## config.mk

```make
export PLATFORM = sky130hd
export DESIGN_NAME = hex_text_to_u32_parser
export DESIGN_NICKNAME = d
export VERILOG_FILES = /design/src/sv/hx2u_pkg.sv /design/src/sv/hex_text_to_u32_parser.sv /design/src/sv/hx2u_step.sv
export SDC_FILE = /design/constraint.sdc
export NUM_CORES = 1
export LEC_CHECK = 0
export BUFFER_PORTS_ARGS = -buffer_cell sky130_fd_sc_hd__buf_4
export CAP_MARGIN = 20
export CORE_MARGIN = 3
export CORE_UTILIZATION = 35
export DETAILED_ROUTE_END_ITERATION = 8
export HOLD_SLACK_MARGIN = 0.15
export SETUP_SLACK_MARGIN = 0.15
export SYNTH_ARGS = -nofsm -noshare
export SYNTH_HDL_FRONTEND = slang
export SYNTH_SLANG_ARGS = --single-unit
```

## constraint.sdc

```tcl
create_clock -name clk -period 6.15 [get_ports clk]
set_input_delay 0.3075 -clock clk [delete_from_list [all_inputs] [get_ports clk]]
set_output_delay 0.3075 -clock clk [all_outputs]
set_load 0.1 [all_outputs]
```

## src/sv/hx2u_pkg.sv

```systemverilog
// Package for the hex text to 32-bit parser: codes, state struct and constants.
package hx2u_pkg;

    localparam int DEFAULT_MAX_DIGITS = 8;
    localparam int CHAR_W             = 8;
    localparam int VALUE_W            = 32;
    localparam int STATUS_W           = 2;

    localparam logic [CHAR_W-1:0] CH_NUL    = 8'h00;
    localparam logic [CHAR_W-1:0] CH_X_LO   = 8'h78;
    localparam logic [CHAR_W-1:0] CH_X_UP   = 8'h58;
    localparam logic [CHAR_W-1:0] CH_HASH   = 8'h23;
    localparam logic [CHAR_W-1:0] CH_DOLLAR = 8'h24;

    // Accumulator value after "16", checked before '#'.
    localparam logic [VALUE_W-1:0] PREFIX_16 = 32'h0000_0016;

    typedef enum logic [2:0] {
        PH_LEAD  = 3'd0,
        PH_TOKEN = 3'd1,
        PH_TRAIL = 3'd2
    } phase_t;

    typedef enum logic [STATUS_W-1:0] {
        ST_OK     = 2'd0,
        ST_FORMAT = 2'd1,
        ST_RANGE  = 2'd2
    } status_t;

    // Parser control state carried from word to word.
    typedef struct packed {
        phase_t     phase;
        logic [1:0] token_position;
        logic       prefix_taken;
        logic [1:0] digit_seen_count;
        logic       format_error;
    } ctrl_t;

    localparam ctrl_t CTRL_RESET = '{
        phase:            PH_LEAD,
        token_position:   2'd0,
        prefix_taken:     1'b0,
        digit_seen_count: 2'd0,
        format_error:     1'b0
    };

endpackage

```

## src/sv/hex_text_to_u32_parser.sv

```systemverilog
// Top level of the streaming hex text to 32-bit unsigned parser.
// A terminator word is held in the input register, and its result then in the result register.
// Throughput: one character word per cycle, except that a terminator stalls while the result register is full and
// held; the state update is one short step. The result register frees the input side while a result waits to be taken.
// Reset (rst_n low, asynchronous): pipeline empty, parser in leading white space.
module hex_text_to_u32_parser
    import hx2u_pkg::*;
#(
    parameter int MAX_DIGITS = DEFAULT_MAX_DIGITS
)
(
    input  logic               clk,
    input  logic               rst_n,
    input  logic               in_valid,
    output logic               in_stall,
    input  logic [CHAR_W-1:0]  char_code,
    output logic               out_valid,
    input  logic               out_stall,
    output logic [STATUS_W-1:0] status,
    output logic [VALUE_W-1:0] value
);

    localparam int SIG_W = $clog2(MAX_DIGITS + 2);

    logic                 s1_valid_reg;
    logic [CHAR_W-1:0]    s1_char_reg;
    ctrl_t                ctrl_reg, ctrl_next;
    logic [VALUE_W-1:0]   acc_reg, acc_next;
    logic [SIG_W-1:0]     sig_reg, sig_next;
    logic                 out_valid_reg;
    status_t              status_reg;
    logic [VALUE_W-1:0]   value_reg;

    logic                 step_done;
    status_t              step_status;
    logic [VALUE_W-1:0]   step_value;
    logic                 advance;
    logic                 accept;

    hx2u_step #(
        .MAX_DIGITS (MAX_DIGITS),
        .SIG_W      (SIG_W)
    ) u_step (
        .char_code  (s1_char_reg),
        .ctrl       (ctrl_reg),
        .acc        (acc_reg),
        .sig        (sig_reg),
        .ctrl_next  (ctrl_next),
        .acc_next   (acc_next),
        .sig_next   (sig_next),
        .done       (step_done),
        .status     (step_status),
        .value      (step_value)
    );

    // A terminator needs a free result register; other words always move on.
    assign advance  = s1_valid_reg && (!step_done || !out_valid_reg || !out_stall);
    assign in_stall = s1_valid_reg && !advance;
    assign accept   = in_valid && !in_stall;

    always_ff @(posedge clk or negedge rst_n)
    begin
        if (!rst_n)
        begin
            s1_valid_reg  <= 1'b0;
            ctrl_reg      <= CTRL_RESET;
            acc_reg       <= '0;
            sig_reg       <= '0;
            out_valid_reg <= 1'b0;
        end
        else
        begin
            if (accept)
                s1_valid_reg <= 1'b1;
            else if (advance)
                s1_valid_reg <= 1'b0;

            if (advance)
            begin
                ctrl_reg <= ctrl_next;
                acc_reg  <= acc_next;
                sig_reg  <= sig_next;
            end

            if (advance && step_done)
                out_valid_reg <= 1'b1;
            else if (!out_stall)
                out_valid_reg <= 1'b0;
        end
    end

    always_ff @(posedge clk)
    begin
        if (accept)
            s1_char_reg <= char_code;
        if (advance && step_done)
        begin
            status_reg <= step_status;
            value_reg  <= step_value;
        end
    end

    assign out_valid = out_valid_reg;
    assign status    = status_reg;
    assign value     = value_reg;

    a_err_value_zero: assert property (@(posedge clk) disable iff (!rst_n)
        out_valid_reg && status_reg != ST_OK |-> value_reg == '0)
        else $error("error result with nonzero value");

    a_stall_cause: assert property (@(posedge clk) disable iff (!rst_n)
        in_stall |-> out_valid_reg && out_stall && s1_char_reg == CH_NUL)
        else $error("input stalled without a blocked terminator");

    a_term_result: assert property (@(posedge clk) disable iff (!rst_n)
        advance && step_done |=> out_valid_reg)
        else $error("terminator did not produce a result");

    a_reset_after_term: assert property (@(posedge clk) disable iff (!rst_n)
        advance && step_done |=> ctrl_reg == CTRL_RESET && acc_reg == '0 && sig_reg == '0)
        else $error("parser state not cleared after terminator");

endmodule

```

## src/sv/hx2u_step.sv

```systemverilog
// One character step of the parser: next state and the result on the terminator.
module hx2u_step
    import hx2u_pkg::*;
#(
    parameter int MAX_DIGITS = DEFAULT_MAX_DIGITS,
    parameter int SIG_W      = $clog2(MAX_DIGITS + 2)
)
(
    input  logic [CHAR_W-1:0]  char_code,
    input  ctrl_t              ctrl,
    input  logic [VALUE_W-1:0] acc,
    input  logic [SIG_W-1:0]   sig,
    output ctrl_t              ctrl_next,
    output logic [VALUE_W-1:0] acc_next,
    output logic [SIG_W-1:0]   sig_next,
    output logic               done,
    output status_t            status,
    output logic [VALUE_W-1:0] value
);

    localparam logic [SIG_W-1:0] SIG_MAX = SIG_W'(MAX_DIGITS);
    localparam logic [SIG_W-1:0] SIG_SAT = SIG_W'(MAX_DIGITS + 1);

    logic       is_space;
    logic       is_hex;
    logic [3:0] digit;
    logic       prefix_hit;

    always_comb
    begin
        is_space = char_code inside {8'h20, 8'h09, 8'h0D, 8'h0A, 8'h0B, 8'h0C};
        is_hex   = 1'b1;
        digit    = 4'd0;
        case (char_code) inside
            [8'h30:8'h39]: digit = 4'(char_code - 8'h30);
            [8'h61:8'h66]: digit = 4'(char_code - 8'h61 + 8'd10);
            [8'h41:8'h46]: digit = 4'(char_code - 8'h41 + 8'd10);
            default:       is_hex = 1'b0;
        endcase
    end

    always_comb
    begin
        prefix_hit = !ctrl.prefix_taken && (
            ((char_code == CH_X_LO || char_code == CH_X_UP) && ctrl.token_position == 2'd1
             && ctrl.digit_seen_count == 2'd1 && acc == '0) ||
            (char_code == CH_HASH && ctrl.token_position == 2'd2
             && ctrl.digit_seen_count == 2'd2 && acc == PREFIX_16) ||
            (char_code == CH_DOLLAR && ctrl.token_position == 2'd0));
    end

    always_comb
    begin
        ctrl_next = ctrl;
        acc_next  = acc;
        sig_next  = sig;
        done      = 1'b0;
        status    = ST_OK;
        value     = '0;

        if (char_code == CH_NUL)
        begin
            done = 1'b1;
            if (ctrl.format_error || ctrl.digit_seen_count == 2'd0)
                status = ST_FORMAT;
            else if (sig > SIG_MAX)
                status = ST_RANGE;
            else
                value = acc;
            ctrl_next = CTRL_RESET;
            acc_next  = '0;
            sig_next  = '0;
        end
        else if (!ctrl.format_error)
        begin
            case (ctrl.phase)
                PH_LEAD, PH_TOKEN:
                begin
                    if (ctrl.phase == PH_LEAD && is_space)
                    begin
                        ctrl_next = ctrl;
                    end
                    else
                    begin
                        ctrl_next.phase = PH_TOKEN;
                        if (ctrl.token_position != 2'd3)
                            ctrl_next.token_position = ctrl.token_position + 2'd1;
                        if (prefix_hit)
                        begin
                            ctrl_next.prefix_taken     = 1'b1;
                            ctrl_next.digit_seen_count = 2'd0;
                            acc_next = '0;
                            sig_next = '0;
                        end
                        else if (is_hex)
                        begin
                            acc_next = {acc[VALUE_W-5:0], digit};
                            if (ctrl.digit_seen_count != 2'd3)
                                ctrl_next.digit_seen_count = ctrl.digit_seen_count + 2'd1;
                            if ((sig != '0 || digit != 4'd0) && sig < SIG_SAT)
                                sig_next = sig + SIG_W'(1);
                        end
                        else if (is_space)
                            ctrl_next.phase = PH_TRAIL;
                        else
                            ctrl_next.format_error = 1'b1;
                    end
                end
                PH_TRAIL:
                begin
                    if (!is_space)
                        ctrl_next.format_error = 1'b1;
                end
                default:
                begin
                    ctrl_next.format_error = 1'b1;
                end
            endcase
        end
    end

endmodule

```

* Word-level counts from Yosys, hierarchy flattened
Index checks and enable logic that the tools add are counted.
** Word-level totals
- Flip-flop bits (word level) :: 89
- Input bits :: 12
- Output and inout port bits :: 36
- Word-level logic and storage cells :: 148
** Cells by class
- Add/sub/neg operators :: 8
- $lt $le $gt $ge :: 8
- Equality and inequality tests :: 22
- Multiplexer cells :: 42
- Bitwise gates (word level) :: 1
- Reductions and logical operators :: 54
** Operators by type and width (count)
- $mux W32 :: 6
- $eq A8 B4 Y1 const B :: 5
- $mux W4 :: 10
- $eq A32 B5 Y1 const B :: 1
- $logic_not A32 Y1 :: 1
- $mux W9 :: 3
- $eq A8 B6 Y1 const B :: 3
- $logic_and A1 B1 Y1 :: 17
- $eq A8 B7 Y1 const B :: 2
- $ge A8 B7 Y1 const B :: 2
- $le A8 B7 Y1 const B :: 2
- $reduce_and A5 Y1 :: 3
- $mux W2 :: 7
- $mux W1 :: 13
- $reduce_and A6 Y1 :: 2
- $sub A4 B1 Y4 const B :: 3
- $reduce_bool A3 Y1 :: 3
- $add A4 B4 Y4 const B :: 2
- $ge A8 B6 Y1 const B :: 1
- $le A8 B6 Y1 const B :: 1
- $logic_not A8 Y1 :: 1
- $mux W8 :: 1
- $reduce_bool A2 Y1 :: 4
- $reduce_bool A4 Y1 :: 2
- 21 further kinds :: 40

* Logic depth before layout (Yosys ltp)
Gate-level depths: netlist (run 1).
- Depth in word-level cells :: 15
- Depth in mapped cells :: 11
- Mapped depth without buffers :: 9

* By module
From an unflattened synthesis (run 1), not the netlist that was laid out.
** Unflattened totals
- Cells, all modules :: 551
- Area, all modules :: 5402.7 µm²
** By module, submodules not included
- hex_text_to_u32_parser :: instances 1, cells each 308, area an instance 3931.3 µm², seq. area each 2437.3 µm²
- hx2u_step :: instances 1, cells each 243, area an instance 1471.4 µm², seq. area each 0.0 µm²

* Worst setup path before layout (run 1)
Ideal clock, no wire load.
- Path type :: register to register
- From :: register s1_char_reg[0]
- To :: register status_reg[0] (netlist: status[0]), enable pin
- Library setup time :: 0.389 ns
- Arrival :: 2.192 ns
- Required time :: 5.761 ns
- Path slack :: 3.569 ns
- Stages on the path, launching flop included :: 7
- Buffers on the path :: 0
- Clock period less this slack :: 2.581 ns
- Path through :: edfxtp_1 > inv_1 > ha_1 > nand2b_1 > nor4_2 > nand3_2 > inv_1
** Between the ends
- Longest elaborated chain between the ends :: 7
** Ends and longest elaborated chain
- start, declared :: line hex_text_to_u32_parser.sv:26 : logic [CHAR_W-1:0] s1_char_reg;
- start signal, assigned :: line hex_text_to_u32_parser.sv:95 : s1_char_reg <= char_code;
- $logic_not A8 Y1 (*) :: line hx2u_step.sv:61 : if (char_code == CH_NUL)
- $mux W1 (*) :: line hx2u_step.sv:61
- $logic_not A1 Y1 :: line hex_text_to_u32_parser.sv:57 : assign advance = s1_valid_reg && (!step_done || !out_valid_reg || !out_stall);
- $logic_or A1 B1 Y1 (2 in series) :: line hex_text_to_u32_parser.sv:57
- $logic_and A1 B1 Y1 :: line hex_text_to_u32_parser.sv:57
- $logic_and A1 B1 Y1 (*) :: line hex_text_to_u32_parser.sv:96 : if (advance && step_done)
- end signal, assigned :: line hex_text_to_u32_parser.sv:98 : status_reg <= step_status;
- end, declared :: line hex_text_to_u32_parser.sv:31 : status_t status_reg;
Every way passes the cells marked *; elsewhere a longest branch is shown, timed or not.
A chain may end at the register's enable or synchronous reset.

* Worst setup path after layout (run 1)
- From :: register s1_char_reg[0]
- To :: register acc_reg[13]
** Between the ends
- Longest elaborated chain between the ends :: 13
- Elaborated cells on any way between the ends :: 51
- Classes of those cells :: 6 x order compare; 12 x eq/ne; 9 x mux; 24 x reduce/logical
** Ends and longest elaborated chain
- parallel branches: the longest is 13 deep, another holds $ge A8 B7 Y1
- end signal, assigned :: line hex_text_to_u32_parser.sv:81 : acc_reg <= acc_next;
- end, declared :: line hex_text_to_u32_parser.sv:28 : logic [VALUE_W-1:0] acc_reg, acc_next;
Several ways; the timed one is not identified. The select of a mux whose other input is x is not followed.

==> impl_metrics.json, run 1 <==
{
  "status": "completed",
  "worst_r2r_endpoint": "acc_reg[13]$_DFFE_PN0P_",
  "cts_buffer_depth": 2,
  "grt_antenna_before_repair": 0,
  "wl_per_cell_um": 15.52,
  "fin_skew_ps": 10.33,
  "crit_chain": "inv_1 -> ha_1 -> nand2b_1 -> nor4_2 -> nand3_2 -> and2_1 -> a21oi_4 -> a22o_1",
  "cts-buffers-inserted": 9,
  "dr.first_iter.drc_count": 125,
  "power.sequential.fraction": 0.519,
  "synthArstFlopShare": 0.5227,
  "first_global_vias": 2765,
  "power_per_cell_area_nw_per_um2": 253.3,
  "tritoncts": "done",
  "synth.yosys.seq_area_share": 0.5982,
  "worst_r2r_startpoint": "s1_char_reg[0]$_DFFE_PP_",
  "layout.nets": 398,
  "grt_start_max_net_pins": 47,
  "total_number_of_vias": 2654,
  "worst-setup-path-type": "flop to flop",
  "gp_congestion": 0.9082,
  "worstSkewPairLatency_ps": 340,
  "finalCritPeriodShare": 0.5173,
  "area_growth_syn_to_layout_pct": 20.85,
  "place_ws_ps": 2981,
  "cts_post_setup_buffers_inserted": 0,
  "pwr-share-comb": 0.045,
  "groute.usage.overall": 0.1348,
  "drt_pre_antenna_iters": 4,
  "hold_violations": 0,
  "floorplan.die.height_um": 113.3,
  "min-delay-path-class": "primary input to flop",
  "worst_pin_slew_ps": 902.3,
  "final-max-slew-violation-count": 0,
  "detail_route.wirelength_mm": 8.025,
  "number_of_antenna_diodes": 0,
  "placed_cells_incl_taps": 492,
  "r2r_slack_ps": 2970,
  "timing.critical_path.to_type": "flop",
  "syn-num-nets": 342,
  "highest_cell_delay_on_the_worst_timing_path_ps": 650,
  "period_minus_slack_ps": 3181,
  "detail_route.vias_per_cell": 5.133,
  "drv_cap": 0,
  "vdd_drop_max_uv": 126.5,
  "setup_repair_after_global_routing_missed_its_margin": "false",
  "remaining_antenna_violation_count_after_routing": 0,
  "count_of_clock_tree_sinks": 88,
  "std_cell_rows": 38,
  "worst_r2r_path_depth": 8,
  "globalRouteOverflowTotal": 0,
  "fin_setup_tns_ps": 0,
  "p_int_mw": 0.9369,
  "primary_ff_master_synth": "sky130_fd_sc_hd__dfrtp_1",
  "worstSetupStartpoint": "s1_char_reg[0]$_DFFE_PP_",
  "timing.critical_path.from_type": "flop",
  "clockRootBuffer": "sky130_fd_sc_hd__clkbuf_16",
  "synth.avg_cell_area_um2": 12.76,
  "route.detailed.drc": 0,
  "grt_first_pass_wirelength_mm": 13.83,
  "post-layout-total-power_mw": 1.234,
  "whs_ps": 164.2,
  "netSwitchingFraction": 0.2410,
  "synth_enable_flop_cells": 42,
  "cts.clk_slew.worst_paths_ps": 70,
  "die_w_um": 113.3,
  "required_ps": 6430,
  "max_clock_freq_ghz": 0.3143,
  "total_switching_power_mw": 0.2976,
  "final_hpwl_from_detailed_placement_mm": 5.569,
  "clkPwrFrac": 0.436,
  "power_leakage_nw": 2.094,
  "ys_types": 58,
  "postSynthCellCount": 316,
  "worstPathArrival_ps": 3460,
  "cp_slowest_cell": "sky130_fd_sc_hd__a21oi_4",
  "floorplan.io_pins": 48,
  "post_route_cells_drive_above_1_share": 0.2016,
  "port_buffers": 47,
  "worst-path-max-fanout": 31,
  "slew_headroom": 0.3909,
  "standard_cell_core_area_um2": 11030,
  "final_critical_path_setup_slack_ps": 2969,
  "start_util": 0.3656,
  "finalSetupViolCount": 0,
  "synth_warnings": 0,
  "cts_max_level": 3,
  "synthesis.area_um2": 4033,
  "post_layout_nonfiller_instances": 517,
  "postSynthRegisterBits": 88,
  "timing.critical_path.to": "acc_reg[13]$_DFFE_PN0P_",
  "die-area_um2": 12850
}
power groups by stage:
| stage | clock network [mW] | registers [mW] | logic, mW |
|---|---|---|---|
| after global placement | 0 | 0.653 | 0.0498 |
| after CTS | 0.551 | 0.641 | 0.0564 |
| after detailed placement | 0 | 0.653 | 0.0515 |
| after global routing | 0.578 | 0.643 | 0.0637 |
| final | 0.538 | 0.641 | 0.0555 |
| after floorplan | 0 | 0.649 | 0.0309 |
cells by family (layout without fill, tap and decap cells):
logic type                 after synthesis  in the layout  synth area share
and+or+nand+nor                        109            109            0.1623
DFF                                     88             88            0.5982
AOI/OAI and AO/OA                       66             66            0.1353
buffers and inverters                   30             91           0.03816
adders and majority gates               14             14           0.04344
muxes                                    6              6           0.01613
xor gates and xnor gates                 3              3          0.006517
cells in the final DEF (no fill, tap or decap), types with 3 or more instances in the layout:
| cell type | instances |
|---|---|
| sky130_fd_sc_hd__a21oi_1 | 6 |
| sky130_fd_sc_hd__a221oi_1 | 3 |
| sky130_fd_sc_hd__a22o_1 | 33 |
| sky130_fd_sc_hd__and2_1 | 35 |
| sky130_fd_sc_hd__buf_4 | 49 |
| sky130_fd_sc_hd__clkbuf_16 | 9 |
| sky130_fd_sc_hd__dfrtp_1 | 46 |
| sky130_fd_sc_hd__dlygate4sd3_1 | 9 |
| sky130_fd_sc_hd__edfxtp_1 | 42 |
| sky130_fd_sc_hd__ha_1 | 14 |
| sky130_fd_sc_hd__inv_1 | 17 |
| sky130_fd_sc_hd__mux2_1 | 4 |
| sky130_fd_sc_hd__nand2_1 | 13 |
| sky130_fd_sc_hd__nand2b_1 | 4 |
| sky130_fd_sc_hd__nand4_1 | 5 |
| sky130_fd_sc_hd__nor2_1 | 15 |
| sky130_fd_sc_hd__nor3_1 | 5 |
| sky130_fd_sc_hd__nor3b_1 | 3 |
| sky130_fd_sc_hd__nor4_1 | 10 |
| sky130_fd_sc_hd__o21ai_0 | 4 |
routing by layer:
layer  part of all wire  vias to the layer above  global-route usage
li1                   -                     1289                   -
met1               0.46                     1280              0.1803
met2               0.48                       70              0.2054
met3              0.046                       15             0.03369
met4              0.022                        0             0.06490
met5                  0                        -                   0
cells in the mapped netlist, types with 2 or more instances:
cell type,instances,area share
sky130_fd_sc_hd__nand2b_1,4,0.0062
sky130_fd_sc_hd__nor4_1,10,0.016
sky130_fd_sc_hd__xor2_1,2,0.0043
sky130_fd_sc_hd__dfrtp_1,46,0.29
sky130_fd_sc_hd__mux2_1,4,0.011
sky130_fd_sc_hd__a21oi_1,6,0.0074
sky130_fd_sc_hd__inv_1,17,0.016
sky130_fd_sc_hd__nor3b_1,3,0.0056
sky130_fd_sc_hd__a22o_1,33,0.072
sky130_fd_sc_hd__clkbuf_1,4,0.0037
sky130_fd_sc_hd__a221oi_1,3,0.0065
sky130_fd_sc_hd__nor3_1,5,0.0062
sky130_fd_sc_hd__nor2_1,15,0.014
sky130_fd_sc_hd__ha_1,14,0.043
sky130_fd_sc_hd__a21o_1,2,0.0037
sky130_fd_sc_hd__or3_4,2,0.0056
sky130_fd_sc_hd__mux2i_1,2,0.0050
sky130_fd_sc_hd__o21bai_1,2,0.0037
sky130_fd_sc_hd__edfxtp_1,42,0.31
sky130_fd_sc_hd__and2_1,35,0.054
sky130_fd_sc_hd__and3_1,2,0.0031
sky130_fd_sc_hd__o2bb2ai_1,2,0.0043
sky130_fd_sc_hd__nand2_1,13,0.012
sky130_fd_sc_hd__buf_6,5,0.014
sky130_fd_sc_hd__nand4_1,5,0.0078
sky130_fd_sc_hd__buf_2,3,0.0037
sky130_fd_sc_hd__o21ai_0,4,0.0050
final cells by class:
| class | count | area, µm² |
|---|---|---|
| clock buffer | 9 | 225.2 |
| clock inverter | 7 | 72.57 |
| fill | 1019 | 6157 |
| inverter | 17 | 63.81 |
| multi-input combinational | 198 | 1466 |
| sequential | 88 | 2412 |
| tap | 140 | 175.2 |
| timing repair buffer | 58 | 457.9 |
worst min-delay path by stage:
stage                         from                  endpoint  slack (ps)  depth (start not counted)
after global routing      in_valid  s1_valid_reg$_DFFE_PN0P_         160                          2
after global placement       rst_n     out_valid$_DFFE_PN0P_         340                          1
after floorplan              rst_n    acc_reg[0]$_DFFE_PN0P_          10                          0
after detailed placement     rst_n     out_valid$_DFFE_PN0P_         350                          1
after CTS                 in_valid  s1_valid_reg$_DFFE_PN0P_         150                          2
final                     in_valid  s1_valid_reg$_DFFE_PN0P_         160                          2
metrics by stage:
stage	instance area [µm²]	utilization
after floorplan	4033	-
after global placement	4486	0.4066
after detailed placement	4486	0.4066
after CTS	4873	0.4418
after global routing	4873	0.4418
final	4873	0.4418
critical path: cells and delay by family (launching register included):
kind / cells / cell delay [ps]
flip-flops: 1 / 500
AO/OA/AOI/OAI: 2 / 910
buffers and inverters: 1 / 210
adder cells (fa/ha/maj): 1 / 310
AND/OR/NAND/NOR: 4 / 1170
timing repair:
item                                   4_1_cts  5_1_grt
resized for setup                            0        0
endpoints found under the hold margin       54        0
hold buffers                                 9        0
(Power assumes the default switching activity.)
==> run 2, diff against run 1 <==
==> constraint.sdc (replaced) <==
create_clock -name clk -period 3.25 [get_ports clk]
set_input_delay 0.1625 -clock clk [delete_from_list [all_inputs] [get_ports clk]]
set_output_delay 0.1625 -clock clk [all_outputs]
set_load 0.1 [all_outputs]
==> impl_metrics.json, run 2 (synthesis gave the netlist of run 1 again) <==
{
  "layout.nets": 405,
  "post-layout-total-power_mw": 2.419,
  "grt_start_max_net_pins": 47,
  "post_route_cells_drive_above_1_share": 0.2083,
  "standard_cell_core_area_um2": 11030,
  "timing.critical_path.to_type": "flop",
  "tritoncts": "done",
  "clockRootBuffer": "sky130_fd_sc_hd__clkbuf_16",
  "cts_max_level": 3,
  "worstSkewPairLatency_ps": 330,
  "cts-buffers-inserted": 9,
  "required_ps": 3510,
  "drv_cap": 0,
  "number_of_antenna_diodes": 0,
  "drt_pre_antenna_iters": 6,
  "status": "completed",
  "power_per_cell_area_nw_per_um2": 484.8,
  "place_ws_ps": 423.0,
  "globalRouteOverflowTotal": 0,
  "groute.usage.overall": 0.1360,
  "postLayoutCellArea_um2": 4990,
  "worst_r2r_path_depth": 9,
  "start_util": 0.3656,
  "detail_route.vias_per_cell": 5.145,
  "die_w_um": 113.3,
  "worstPathArrival_ps": 3190,
  "max_clock_freq_ghz": 0.3422,
  "floorplan.die.height_um": 113.3,
  "cts_buffer_depth": 2,
  "placed_cells_incl_taps": 497,
  "r2r_slack_ps": 330,
  "period_minus_slack_ps": 2923,
  "first_global_vias": 2708,
  "n_fill_cell": 1019,
  "power_leakage_nw": 2.144,
  "finalSetupViolCount": 0,
  "layout.core_utilization": 0.4524,
  "detail_route.wirelength_mm": 8.180,
  "top_usage_layer": "met2",
  "remaining_antenna_violation_count_after_routing": 0,
  "whs_ps": 366.6,
  "fin_setup_tns_ps": 0,
  "worst-setup-path-type": "flop to flop",
  "finalCritPeriodShare": 0.8993,
  "hold_violations": 0,
  "cts.clk_slew.worst_paths_ps": 60,
  "mostFrequentLayoutCell": "sky130_fd_sc_hd__buf_4",
  "worst_pin_slew_ps": 636.9,
  "worst-path-max-fanout": 20,
  "post_layout_nonfiller_instances": 524,
  "count_of_clock_tree_sinks": 88,
  "wl_per_cell_um": 15.61,
  "route.detailed.drc": 0,
  "dr.first_iter.drc_count": 157,
  "die-area_um2": 12850,
  "grt_first_pass_wirelength_mm": 13.93,
  "grt.met1_usage": 0.1775,
  "grtUsageMet3": 0.03102,
  "worst_r2r_endpoint": "acc_reg[18]$_DFFE_PN0P_",
  "dpl-instance-area_um2": 4561,
  "area_growth_syn_to_layout_pct": 23.74,
  "cts_post_setup_buffers_inserted": 0,
  "gp_congestion": 0.8612,
  "setup_repair_after_global_routing_missed_its_margin": "false",
  "vdd_drop_max_uv": 220.7,
  "floorplan.io_pins": 48,
  "final_critical_path_setup_slack_ps": 327.4,
  "worst_r2r_startpoint": "s1_char_reg[0]$_DFFE_PP_",
  "slew_headroom": 0.5718,
  "layout.cells.most_common_list": "sky130_fd_sc_hd__buf_4 (51), sky130_fd_sc_hd__dfrtp_1 (46), sky130_fd_sc_hd__edfxtp_1 (42)",
  "std_cell_rows": 38,
  "port_buffers": 47,
  "final-max-slew-violation-count": 0,
  "grt_antenna_before_repair": 0,
  "min-delay-path-class": "primary input to async pin",
  "global_route.usage.met2": 0.2267,
  "total_number_of_vias": 2696,
  "fin_skew_ps": 6.698,
  "timing.critical_path.from_type": "flop",
  "final_hpwl_from_detailed_placement_mm": 5.778
}
==> run 2: cell types whose count changed in the layout (fill, tap and decap cells not counted), sizes merged <==
cell and change:
inv -2, bufinv +2, buf +5, clkinv -1, clkbuf +1, dlygate4sd3 +2
==> run 2: layout make-up <==
cell class	count	area [µm²]	area share
sequential	88	2412	0.4834
tap	140	175.2	0.03511
timing repair buffer	65	553.0	0.1108
clock inverter	6	90.09	0.01805
multi-input combinational	198	1466	0.2939
clock buffer	10	229.0	0.04589
inverter	17	63.81	0.01279
==> run 2: worst max-delay path by stage <==
stage               cells after the start  slack [ps]                      end                      from
global route                           10         160  acc_reg[11]$_DFFE_PN0P_  s1_char_reg[0]$_DFFE_PP_
global placement                        9         420  ctrl_reg[2]$_DFFE_PN0P_  s1_char_reg[0]$_DFFE_PP_
finish                                  9         330  acc_reg[18]$_DFFE_PN0P_  s1_char_reg[0]$_DFFE_PP_
floorplan                               6         670  status[0]$_SDFFCE_PN0P_  s1_char_reg[0]$_DFFE_PP_
CTS                                     9         370  acc_reg[18]$_DFFE_PN0P_  s1_char_reg[0]$_DFFE_PP_
detailed placement                      9         420  acc_reg[14]$_DFFE_PN0P_  s1_char_reg[0]$_DFFE_PP_
==> run 2: critical path, stage by stage, from the launching register on <==
cell,delay (ps)
sky130_fd_sc_hd__edfxtp_1,510
sky130_fd_sc_hd__inv_1,190
sky130_fd_sc_hd__ha_1,320
sky130_fd_sc_hd__nor4bb_1,180
sky130_fd_sc_hd__nand4_1,130
sky130_fd_sc_hd__a211oi_2,90
sky130_fd_sc_hd__or3_2,470
sky130_fd_sc_hd__o21ai_2,460
sky130_fd_sc_hd__buf_4,340
sky130_fd_sc_hd__a22o_1,180
==> run 2: report_power, final <==
| group | total (mW) | switching, mW | internal, mW |
|---|---|---|---|
| logic | 0.112 | 0.0600 | 0.0517 |
| clock network | 1.10 | 0.418 | 0.677 |
| registers | 1.21 | 0.0293 | 1.18 |
| total | 2.42 | 0.507 | 1.91 |
==> run 2: metal layers <==
metal  part of all wire  vias to the layer above  wire [µm]
li1                   -                     1301          -
met2               0.49                       67       4023
met1               0.46                     1321       3761
met3              0.040                        7        328
met5                  0                        -          0
met4             0.0081                        0         66
==> run 2: timing repair <==
action,in CTS,in global routing
hold buffers,11,0
resized for setup,0,1
hold endpoints to repair,56,0
setup endpoints to repair,0,2
==> run 3, diff against run 2 <==
==> constraint.sdc (replaced) <==
create_clock -name clk -period 2.62 [get_ports clk]
set_input_delay 0.131 -clock clk [delete_from_list [all_inputs] [get_ports clk]]
set_output_delay 0.131 -clock clk [all_outputs]
set_load 0.1 [all_outputs]
==> impl_metrics.json, run 3 (synthesis gave the netlist of run 1 again) <==
{
  "grt_antenna_before_repair": 0,
  "timing.critical_path.to_type": "flop",
  "cts_buffer_depth": 2,
  "min-delay-path-class": "primary input to async pin",
  "drt_pre_antenna_iters": 4,
  "detail_route.wirelength_mm": 8.716,
  "required_ps": 2840,
  "count_of_clock_tree_sinks": 88,
  "crit_chain": "buf_6 -> ha_4 -> nor4_4 -> nor2_1 -> a21oi_2 -> o2111ai_4 -> and2_4 -> a21oi_2 -> mux2_1",
  "period_minus_slack_ps": 2414,
  "finalSetupViolCount": 0,
  "port_buffers": 47,
  "multi_input_area_um2": 1615,
  "detail_route.vias_per_cell": 5.219,
  "status": "completed",
  "grt_first_pass_wirelength_mm": 13.83,
  "worst-setup-path-type": "flop to flop",
  "first_global_vias": 2753,
  "cts-buffers-inserted": 9,
  "die-area_um2": 12850,
  "vdd_drop_max_uv": 273.8,
  "remaining_antenna_violation_count_after_routing": 0,
  "slew_headroom": 0.6117,
  "cp_slowest_cell": "sky130_fd_sc_hd__edfxtp_1",
  "worst_r2r_endpoint": "ctrl_reg[5]$_DFFE_PN0P_",
  "worst_pin_slew_ps": 582.5,
  "cpLargestDelayFamily": "compound AO/OA/AOI/OAI gates",
  "route.detailed.drc": 0,
  "number_of_antenna_diodes": 0,
  "finalCritPeriodShare": 0.9213,
  "fin_skew_ps": 12.66,
  "fin_setup_tns_ps": 0,
  "grt_start_max_net_pins": 47,
  "highest_cell_delay_on_the_worst_timing_path_ps": 450,
  "tritoncts": "done",
  "worstSkewPairLatency_ps": 340,
  "dr.first_iter.drc_count": 117,
  "max_clock_freq_ghz": 0.4143,
  "r2r_slack_ps": 210,
  "gp_congestion": 0.8776,
  "hold_violations": 0,
  "seqCellArea_um2": 2414,
  "floorplan.die.height_um": 113.3,
  "layout.nets": 434,
  "globalRouteOverflowTotal": 0,
  "worstPathBufferInverterCount": 1,
  "timing.critical_path.from_type": "flop",
  "setup_repair_after_global_routing_missed_its_margin": "true",
  "die_w_um": 113.3,
  "final_hpwl_from_detailed_placement_mm": 5.733,
  "floorplan.io_pins": 48,
  "worst_r2r_path_depth": 9,
  "worst_r2r_startpoint": "s1_char_reg[1]$_DFFE_PP_",
  "total_number_of_vias": 2886,
  "power_per_cell_area_nw_per_um2": 550.7,
  "start_util": 0.3656,
  "worst-path-max-fanout": 4,
  "groute.usage.overall": 0.1343,
  "power_leakage_nw": 2.302,
  "post_route_cells_drive_above_1_share": 0.3220,
  "cts_max_level": 3,
  "std_cell_rows": 38,
  "drv_cap": 0,
  "wl_per_cell_um": 15.76,
  "worstPathArrival_ps": 2640,
  "mostFrequentLayoutCell": "sky130_fd_sc_hd__buf_4",
  "final-max-slew-violation-count": 0,
  "post-layout-total-power_mw": 2.966,
  "area_growth_syn_to_layout_pct": 33.57,
  "cts.clk_slew.worst_paths_ps": 70,
  "n_fill_cell": 969,
  "critPathMostFrequentCell": "sky130_fd_sc_hd__a21oi_2",
  "standard_cell_core_area_um2": 11030,
  "clockRootBuffer": "sky130_fd_sc_hd__clkbuf_16",
  "layout.cells.most_common_list": "sky130_fd_sc_hd__buf_4 (73), sky130_fd_sc_hd__dfrtp_1 (45), sky130_fd_sc_hd__edfxtp_1 (42)"
}
-- run 3: how the worst max path moves through the flow --
stage / start / end / slack, ps / cells after the start
floorplan: s1_char_reg[0]$_DFFE_PP_ / ctrl_reg[4]$_DFFE_PN0P_ / 210 / 10
global placement: s1_char_reg[0]$_DFFE_PP_ / sig_reg[1]$_DFFE_PN0P_ / 140 / 10
detailed placement: s1_char_reg[0]$_DFFE_PP_ / ctrl_reg[4]$_DFFE_PN0P_ / 40 / 8
CTS: s1_char_reg[1]$_DFFE_PP_ / ctrl_reg[2]$_DFFE_PN0P_ / 150 / 8
global route: s1_char_reg[0]$_DFFE_PP_ / acc_reg[19]$_DFFE_PN0P_ / 100 / 9
finish: s1_char_reg[1]$_DFFE_PP_ / ctrl_reg[5]$_DFFE_PN0P_ / 210 / 9
-- run 3: timing repair --
action / in CTS / in global routing
hold buffers: 12 / 0
cloned: 0 / 1
buffers inserted: 1 / 18
pin swaps: 1 / 15
gates resized for setup: 7 / 31
hold endpoints to repair: 56 / 0
endpoints found under the setup margin: 40 / 43
-- run 3: final cells by class --
| class | instances | share of cell area |
|---|---|---|
| Clock buffer | 10 | 0.04437 |
| Clock inverter | 6 | 0.01069 |
| Inverter | 17 | 0.01254 |
| Multi-Input combinational cell | 198 | 0.2999 |
| Sequential cell | 88 | 0.4481 |
| Tap cell | 140 | 0.03252 |
| Timing Repair Buffer | 94 | 0.1519 |
-- run 3: stage by stage --
step / area (µm²) / util / hold WS (ps) / std cells / setup slack [ps]
2_1_floorplan: 4036 / - / -164.6 / 316 / 207.2
3_3_place_gp: 4637 / 0.4204 / 171.6 / 505 / 139.7
3_5_place_dp: 4637 / 0.4204 / 172.4 / 505 / 42.89
4_1_cts: 5080 / 0.4605 / 345.0 / 534 / 145.0
5_1_grt: 5386 / 0.4883 / 399.2 / 553 / 96.21
6_report: 5386 / 0.4883 / 312.8 / 553 / 206.3
-- run 3: routing by layer --
| metal | vias up | track usage | wire (µm) |
|---|---|---|---|
| met1 | 1412 | 0.1832 | 3833 |
| met4 | 0 | 0.05208 | 166 |
| met5 | - | 0 | 0 |
| met3 | 13 | 0.02406 | 424 |
| met2 | 95 | 0.2137 | 4292 |
| li1 | 1366 | - | - |
-- run 3: power breakdown --
part           switching (mW)  internal [mW]
clock network           0.579          0.696
registers              0.0370           1.47
logic                  0.0926         0.0947
total                   0.708           2.26
